$ cat src/rtl/core/slcan_pkg.sv
// Types, character codes and the hex digit decoder of the serial-line CAN parser.
// Depends on nothing; used by the parser top level and its checker.
package slcan_pkg;

    localparam logic [7:0] CHAR_CR        = 8'h0D;
    localparam logic [7:0] CHAR_BEL       = 8'h07;
    localparam logic [7:0] BUS_DIGIT_BASE = 8'h30;
    localparam logic [7:0] CHAR_T_LOWER   = 8'h74;
    localparam logic [7:0] CHAR_T_UPPER   = 8'h54;
    localparam logic [7:0] CHAR_R_LOWER   = 8'h72;
    localparam logic [7:0] CHAR_R_UPPER   = 8'h52;
    localparam logic [7:0] CHAR_DIG_0     = 8'h30;
    localparam logic [7:0] CHAR_DIG_9     = 8'h39;
    localparam logic [7:0] CHAR_UC_A      = 8'h41;
    localparam logic [7:0] CHAR_UC_F      = 8'h46;
    localparam logic [7:0] CHAR_LC_A      = 8'h61;
    localparam logic [7:0] CHAR_LC_F      = 8'h66;

    localparam int STD_ID_DIGITS  = 3;
    localparam int EXT_ID_DIGITS  = 8;
    localparam int MAX_DATA_BYTES = 8;

    localparam logic [1:0] KIND_FRAME    = 2'd0;
    localparam logic [1:0] KIND_ACK      = 2'd1;
    localparam logic [1:0] KIND_BELL     = 2'd2;
    localparam logic [1:0] KIND_OVERFLOW = 2'd3;

    localparam logic CFG_EXT_ENABLE  = 1'b0;
    localparam logic CFG_PREFIX_CHAR = 1'b1;

    typedef struct packed {
        logic [1:0]  kind;
        logic [28:0] can_id;
        logic        is_extended;
        logic        is_remote;
        logic [3:0]  data_len;
        logic [63:0] payload;
        logic [3:0]  bus_number;
        logic        format_error;
    } result_t;

    typedef struct packed {
        logic       bad;
        logic [3:0] value;
    } hex_t;

    function automatic hex_t hex_decode(input logic [7:0] c);
        hex_t r;
        r = '0;
        if (c >= CHAR_DIG_0 && c <= CHAR_DIG_9) begin
            r.value = 4'(c - CHAR_DIG_0);
        end else if (c >= CHAR_UC_A && c <= CHAR_UC_F) begin
            r.value = 4'(c - CHAR_UC_A + 8'd10);
        end else if (c >= CHAR_LC_A && c <= CHAR_LC_F) begin
            r.value = 4'(c - CHAR_LC_A + 8'd10);
        end else begin
            r.bad = 1'b1;
        end
        return r;
    endfunction

endpackage

$ cat src/rtl/core/slcan_ascii_frame_parser.sv
// Serial-line CAN receive parser: ASCII characters in, frame/ack/error results out.
// Depends on slcan_pkg; checked by slcan_checker.
//
// Accepts one received character per clock while s_ready is high and updates its line
// state in the same cycle; an m_ result is registered from the character that ends
// the line (carriage return, bell, or a character past MAX_LINE). Results pass through
// an output register backed by one skid entry, so s_ready only drops while both hold a
// beat that the sink has not taken. Configuration writes are expected between lines.
module slcan_ascii_frame_parser #(
    parameter int MAX_LINE = 32
) (
    input  logic                 aclk,
    input  logic                 aresetn,
    input  logic                 cfg_wr_en,
    input  logic                 cfg_index,
    input  logic [7:0]           cfg_wdata,
    input  logic                 s_valid,
    output logic                 s_ready,
    input  logic [7:0]           s_rx_byte,
    output logic                 m_valid,
    input  logic                 m_ready,
    output logic [1:0]           m_result_kind,
    output logic [28:0]          m_can_id,
    output logic                 m_is_extended,
    output logic                 m_is_remote,
    output logic [3:0]           m_data_len,
    output logic [63:0]          m_payload,
    output logic [3:0]           m_bus_number,
    output logic                 m_format_error
);
    import slcan_pkg::*;

    localparam int PW = $clog2(MAX_LINE + 1);

    localparam logic [2:0] CMD_IDLE     = 3'd0;
    localparam logic [2:0] CMD_STD_DATA = 3'd1;
    localparam logic [2:0] CMD_EXT_DATA = 3'd2;
    localparam logic [2:0] CMD_STD_RMT  = 3'd3;
    localparam logic [2:0] CMD_EXT_RMT  = 3'd4;
    localparam logic [2:0] CMD_OTHER    = 3'd5;
    localparam logic [2:0] CMD_PREFIX   = 3'd6;
    localparam logic [2:0] CMD_BUS      = 3'd7;

    logic          ext_en_reg;
    logic [7:0]    prefix_char_reg;

    logic [PW-1:0] pos_reg, pos_next;
    logic [2:0]    cmd_reg, cmd_next;
    logic [3:0]    bus_reg, bus_next;
    logic [31:0]   id_reg, id_next;
    logic [3:0]    dlen_reg, dlen_next;
    logic [63:0]   payload_reg, payload_next;
    logic [4:0]    cnt_reg, cnt_next;
    logic          err_reg, err_next;
    logic          prefix_seen_reg, prefix_seen_next;

    result_t       res_next;
    logic          res_valid_next;
    result_t       out_reg, skid_reg;
    logic          out_valid_reg, skid_valid_reg;

    logic          accept;
    logic          is_frame_cmd;
    logic          is_ext_cmd;
    logic [PW-1:0] off;
    logic [PW-1:0] id_digits;
    hex_t          hex;
    logic [3:0]    nbytes;
    logic [7:0]    bus_diff;
    logic [3:0]    nib_idx;

    assign accept       = s_valid && s_ready;
    assign s_ready      = !skid_valid_reg;
    assign is_frame_cmd = (cmd_reg == CMD_STD_DATA) || (cmd_reg == CMD_EXT_DATA) ||
                          (cmd_reg == CMD_STD_RMT)  || (cmd_reg == CMD_EXT_RMT);
    assign is_ext_cmd   = (cmd_reg == CMD_EXT_DATA) || (cmd_reg == CMD_EXT_RMT);
    assign off          = prefix_seen_reg ? pos_reg - PW'(2) : pos_reg;
    assign id_digits    = is_ext_cmd ? PW'(EXT_ID_DIGITS) : PW'(STD_ID_DIGITS);
    assign hex          = hex_decode(s_rx_byte);
    assign nbytes       = cnt_reg[4:1];
    assign bus_diff     = s_rx_byte - BUS_DIGIT_BASE;
    assign nib_idx      = {cnt_reg[3:1], ~cnt_reg[0]};

    always_comb begin
        pos_next         = pos_reg;
        cmd_next         = cmd_reg;
        bus_next         = bus_reg;
        id_next          = id_reg;
        dlen_next        = dlen_reg;
        payload_next     = payload_reg;
        cnt_next         = cnt_reg;
        err_next         = err_reg;
        prefix_seen_next = prefix_seen_reg;
        res_next         = '0;
        res_valid_next   = 1'b0;

        priority if (s_rx_byte == CHAR_CR || s_rx_byte == CHAR_BEL ||
                     pos_reg >= PW'(MAX_LINE)) begin
            res_valid_next = 1'b1;
            if (s_rx_byte == CHAR_CR) begin
                if (is_frame_cmd) begin
                    res_next.kind         = KIND_FRAME;
                    res_next.can_id       = id_reg[28:0];
                    res_next.is_extended  = is_ext_cmd;
                    res_next.is_remote    = (cmd_reg == CMD_STD_RMT) ||
                                            (cmd_reg == CMD_EXT_RMT);
                    res_next.data_len     = nbytes;
                    res_next.bus_number   = bus_reg;
                    res_next.format_error = err_reg || (id_reg[31:29] != 3'd0);
                    for (int j = 0; j < MAX_DATA_BYTES; j++) begin
                        res_next.payload[j*8 +: 8] =
                            (4'(j) < nbytes) ? payload_reg[j*8 +: 8] : 8'd0;
                    end
                end else begin
                    res_next.kind = KIND_ACK;
                end
            end else if (s_rx_byte == CHAR_BEL) begin
                res_next.kind = KIND_BELL;
            end else begin
                res_next.kind = KIND_OVERFLOW;
            end
            pos_next         = '0;
            cmd_next         = CMD_IDLE;
            bus_next         = '0;
            id_next          = '0;
            dlen_next        = '0;
            payload_next     = '0;
            cnt_next         = '0;
            err_next         = 1'b0;
            prefix_seen_next = 1'b0;
        end else begin
            pos_next = pos_reg + PW'(1);
            priority if (pos_reg == '0 && ext_en_reg && s_rx_byte == prefix_char_reg) begin
                prefix_seen_next = 1'b1;
                cmd_next         = CMD_PREFIX;
            end else if (cmd_reg == CMD_PREFIX) begin
                bus_next = bus_diff[3:0];
                cmd_next = CMD_BUS;
            end else if (cmd_reg == CMD_IDLE || cmd_reg == CMD_BUS) begin
                priority if (s_rx_byte == CHAR_T_LOWER) cmd_next = CMD_STD_DATA;
                else if (s_rx_byte == CHAR_T_UPPER)     cmd_next = CMD_EXT_DATA;
                else if (s_rx_byte == CHAR_R_LOWER)     cmd_next = CMD_STD_RMT;
                else if (s_rx_byte == CHAR_R_UPPER)     cmd_next = CMD_EXT_RMT;
                else                                    cmd_next = CMD_OTHER;
            end else if (cmd_reg == CMD_OTHER) begin
                cmd_next = CMD_OTHER;
            end else begin
                priority if (off <= id_digits) begin
                    id_next  = {id_reg[27:0], hex.value};
                    err_next = err_reg || hex.bad;
                end else if (off == id_digits + PW'(1)) begin
                    if (hex.value > 4'(MAX_DATA_BYTES)) begin
                        dlen_next = 4'(MAX_DATA_BYTES);
                        err_next  = 1'b1;
                    end else begin
                        dlen_next = hex.value;
                        err_next  = err_reg || hex.bad;
                    end
                end else if (cnt_reg < {dlen_reg, 1'b0}) begin
                    payload_next[{nib_idx, 2'b00} +: 4] =
                        payload_reg[{nib_idx, 2'b00} +: 4] | hex.value;
                    cnt_next = cnt_reg + 5'd1;
                    err_next = err_reg || hex.bad;
                end else begin
                    cnt_next = cnt_reg;
                end
            end
        end
    end

    always_ff @(posedge aclk) begin
        if (!aresetn) begin
            ext_en_reg      <= 1'b0;
            prefix_char_reg <= '0;
        end else if (cfg_wr_en) begin
            unique case (cfg_index)
                CFG_EXT_ENABLE:  ext_en_reg      <= cfg_wdata[0];
                CFG_PREFIX_CHAR: prefix_char_reg <= cfg_wdata;
                default:         ext_en_reg      <= ext_en_reg;
            endcase
        end
    end

    always_ff @(posedge aclk) begin
        if (!aresetn) begin
            pos_reg         <= '0;
            cmd_reg         <= CMD_IDLE;
            bus_reg         <= '0;
            id_reg          <= '0;
            dlen_reg        <= '0;
            payload_reg     <= '0;
            cnt_reg         <= '0;
            err_reg         <= 1'b0;
            prefix_seen_reg <= 1'b0;
        end else if (accept) begin
            pos_reg         <= pos_next;
            cmd_reg         <= cmd_next;
            bus_reg         <= bus_next;
            id_reg          <= id_next;
            dlen_reg        <= dlen_next;
            payload_reg     <= payload_next;
            cnt_reg         <= cnt_next;
            err_reg         <= err_next;
            prefix_seen_reg <= prefix_seen_next;
        end
    end

    // output register with one skid entry behind it
    always_ff @(posedge aclk) begin
        if (!aresetn) begin
            out_valid_reg  <= 1'b0;
            skid_valid_reg <= 1'b0;
        end else if (!out_valid_reg || m_ready) begin
            if (skid_valid_reg) begin
                out_valid_reg  <= 1'b1;
                skid_valid_reg <= 1'b0;
            end else begin
                out_valid_reg <= accept && res_valid_next;
            end
        end else if (accept && res_valid_next) begin
            skid_valid_reg <= 1'b1;
        end
    end

    always_ff @(posedge aclk) begin
        if (!out_valid_reg || m_ready) begin
            out_reg <= skid_valid_reg ? skid_reg : res_next;
        end else if (accept && res_valid_next) begin
            skid_reg <= res_next;
        end
    end

    assign m_valid        = out_valid_reg;
    assign m_result_kind  = out_reg.kind;
    assign m_can_id       = out_reg.can_id;
    assign m_is_extended  = out_reg.is_extended;
    assign m_is_remote    = out_reg.is_remote;
    assign m_data_len     = out_reg.data_len;
    assign m_payload      = out_reg.payload;
    assign m_bus_number   = out_reg.bus_number;
    assign m_format_error = out_reg.format_error;

endmodule

$ cat config.mk
export PLATFORM = sky130hd
export DESIGN_NAME = slcan_ascii_frame_parser
export DESIGN_NICKNAME = d
export VERILOG_FILES = /design/src/rtl/core/slcan_pkg.sv /design/src/rtl/core/slcan_ascii_frame_parser.sv
export SDC_FILE = /design/constraint.sdc
export NUM_CORES = 1
export LEC_CHECK = 0
export BUFFER_PORTS_ARGS = -buffer_cell sky130_fd_sc_hd__buf_2
export CAP_MARGIN = 40
export CORE_ASPECT_RATIO = 0.75
export CORE_MARGIN = 5
export CORE_UTILIZATION = 50
export DETAILED_ROUTE_END_ITERATION = 8
export GPL_ROUTABILITY_DRIVEN = 0
export PLACE_DENSITY = 0.75
export SLEW_MARGIN = 10
export SYNTH_ARGS = -nofsm -noshare
export SYNTH_HDL_FRONTEND = slang
export SYNTH_SLANG_ARGS = --single-unit
$ cat constraint.sdc
create_clock -name aclk -period 7.9 [get_ports aclk]
set_input_delay 0.395 -clock aclk [delete_from_list [all_inputs] [get_ports aclk]]
set_output_delay 0.395 -clock aclk [all_outputs]
set_load 0.03 [all_outputs]
==> key figures <==
Route
  • WL final: 33,700 microns
  • DRC: 0
  • Via count: 9,689
  • Routed vias/inst: 5.71
  • DRT iter0 DRCs: 1,068
  • Drt pass-1 iters: 6
  • Routed len/inst: 19.8 microns
  • ANT nets after route: 0

CTS
  • Clock transition at path regs: 60 ps
  • Worst-Skew Late Latency: 530 ps
  • Number of setup buffers added after CTS: 0
  • Resize count post-CTS: 0
  • CTS tree: yes
  • Hold_buf cts: 0
  • Clock buffer count from CTS: 35
  • H-tree depth: 2
  • CTS root buf: clkbuf_16
  • CTS Sinks: 343
  • CTS max path bufs: 3

Yosys
  • Synth cell types: 66
  • Synth Register Bits: 343
  • Yosys warns: 0
  • Syn avg cell area: 12.8 sq um
  • Post-synthesis instance total: 1,158
  • Asr flop ratio synth: 0
  • Register area share after synthesis: 0.607
  • Post-synth EDFFs: 212
  • Syn nets: 1,198
  • Post-synth top flop: edfxtp_1
  • Post-Syn Area: 14,800 sq um

STA
  • Crit path time final: 3410 ps
  • TNS Setup: 0 ps
  • Worst slew margin: 0.406
  • Final worst-path cycle share: 0.432
  • Setup violators final: 0
  • Peak Freq: 293 MHz
  • Final hold violation count: 0
  • Unrepaired setup endpoints after global routing: no
  • Clock Skew: 25.2 ps
  • Final Max Tran Viols: 0
  • Worst-Margin Slew: 890 ps

Finish
  • Share of cells above drive strength 1: 0.269
  • Number of flip-flops in the largest register: 106
  • Area growth from synthesis to layout: 14.9%
  • Most frequent cells in the layout: edfxtp_1, dfxtp_1, buf_2
  • Commonest non-fill, non-tap cell in the layout: edfxtp_1
  • Fin nets: 1,318
  • Fillers: 2,315

Flow run
  • Max-cap violation count: 0

Worst setup path
  • Reg2reg start: pos_reg[1]
  • Crit path DAT: 3850 ps
  • CP Max Fanout: 14
  • CP required: 8340 ps
  • Worst setup EP type: flip-flop
  • CP Class: reg2reg
  • Startpoint types: flip-flop
  • Worst setup path startpoint: pos_reg[1]

Global route
  • First-pass GRT wire length: 53,500 microns
  • Largest net degree at the start of global routing: 67
  • Vias in the first global route: 9,428
  • Overflow after GRT: 0
  • Initial antenna violation count: 1
  • Total Routing Usage GR: 0.197

Die
  • Core ar.: 29,100 sq um
  • Die width: 209 microns
  • Die height: 159 microns
  • Initial Util: 0.509
  • # IOs: 130
  • Die area: 33,200 sq um
  • Std cell rows: 54

Power and ir drop
  • VDD IR max: 141 uV
  • Lkg Pwr: 6.83 nW
  • Pwr dens: 216 nW/um^2
  • Final Power: 3.68 mW

Min path
  • Type of the worst min-delay path: in2reg
  • Worst hold start: cfg_wdata[7]

Place
  • Port bufs: 129
  • Hpwl dp: 22,800 microns

Outcome
  • Status: completed
## synthesized netlist by cell type (3+ instances only)
| cell type | count | area [sq um] |
|---|---|---|
| clkbuf_1 | 40 | 150 |
| o211ai_1 | 4 | 30.0 |
| xor2_1 | 8 | 70.1 |
| and3_1 | 8 | 50.1 |
| buf_4 | 3 | 22.5 |
| nand2b_1 | 10 | 62.6 |
| a22oi_1 | 4 | 30.0 |
| buf_2 | 15 | 75.1 |
| nor4_1 | 5 | 31.3 |
| nand2_1 | 63 | 236 |
| or3_1 | 4 | 25.0 |
| o21ai_0 | 23 | 115 |
| o21a_1 | 9 | 67.6 |
| o32ai_1 | 4 | 35.0 |
| inv_1 | 51 | 191 |
| dfxtp_1 | 131 | 2620 |
| nand3b_1 | 12 | 90.1 |
| a31oi_1 | 4 | 25.0 |
| a21o_1 | 5 | 37.5 |
| nand2_2 | 3 | 18.8 |
| o22ai_1 | 38 | 238 |
| xnor2_1 | 10 | 87.6 |
| nor2b_1 | 10 | 62.6 |
| edfxtp_1 | 212 | 6370 |
| ha_1 | 18 | 225 |
| o21ai_2 | 9 | 78.8 |
| a21oi_1 | 27 | 135 |
| or2_1 | 4 | 25.0 |
| a21boi_0 | 12 | 90.1 |
| nand4_1 | 6 | 37.5 |
| mux4_2 | 20 | 450 |
| and2_1 | 84 | 526 |
| nor3b_1 | 5 | 37.5 |
| nor3_1 | 24 | 120 |
| nand3_1 | 26 | 130 |
| mux2_2 | 103 | 1160 |
| mux2i_1 | 5 | 50.1 |
| nor2_1 | 45 | 169 |
| buf_1 | 3 | 11.3 |
| o31ai_1 | 12 | 90.1 |
| a22o_1 | 50 | 438 |
## through the flow
| step | std cells | setup WS, ps | hold slack, ps | util | cell area, sq um |
|---|---|---|---|---|---|
| global placement | 1629 | 4160 | 452 | 0.542 | 15800 |
| detailed placement | 1633 | 4080 | 456 | 0.545 | 15900 |
| global route | 1698 | 4200 | 148 | 0.585 | 17000 |
| CTS | 1697 | 4550 | 139 | 0.585 | 17000 |
| finish | 1698 | 4490 | 147 | 0.585 | 17000 |
| floorplan | 1158 | 846 | 434 | - | 14800 |
## cell families (layout without fill, tap and decap cells)
logic type      after synthesis  in the layout  share of synthesized area
mux                         128            128                      0.112
other cells                   0              1                          0
simple gates                320            320                      0.117
compound gates              217            217                      0.106
buf+inv                     114            261                     0.0319
xor+xnor                     18             18                     0.0106
fa+ha+maj                    18             18                     0.0152
flops                       343            343                      0.607
## final cells by class
type | instances | area (sq um) | area share
Tap cell | 392 | 490 | 0.0288
Sequential cell | 343 | 8990 | 0.528
Multi-Input combinational cell | 701 | 5380 | 0.316
Antenna cell | 1 | 2.50 | 0.000147
Clock inverter | 15 | 174 | 0.0102
Clock buffer | 49 | 980 | 0.0575
Inverter | 51 | 194 | 0.0114
Timing Repair Buffer | 146 | 825 | 0.0484
## worst max-delay path: stages (launching register included)
cell and delay (ps):
dfxtp_1 470, inv_1 120, ha_1 210, nand2_1 120
xnor2_1 150, ha_1 290, a32oi_1 210, o22ai_1 170
a211oi_4 400, nand4_1 410, buf_6 300, or2_2 340
o22ai_1 160
## where the power goes
group	switching [mW]	leakage, nW	internal, mW
clock network	0.683	0.554	0.973
logic	0.0862	2.78	0.0448
registers	0.0101	3.50	1.89
## metal layers
| layer | GRT usage | vias up | part of all wire |
|---|---|---|---|
| li1 | - | 4527 | - |
| met1 | 0.292 | 4686 | 0.45 |
| met2 | 0.297 | 410 | 0.45 |
| met3 | 0.0418 | 66 | 0.080 |
| met4 | 0.0548 | 0 | 0.024 |
| met5 | 0 | - | 0 |
## final timing paths
path / slack [ps] / cells past startpoint / to
max: 4490 / 12 / payload_reg[57]
min: 150 / 3 / prefix_char_reg[7]
max reg2reg: 4490 / 12 / payload_reg[57]
min reg2reg: 460 / 2 / dlen_reg[1]
Power figures use the tool's default switching activity.
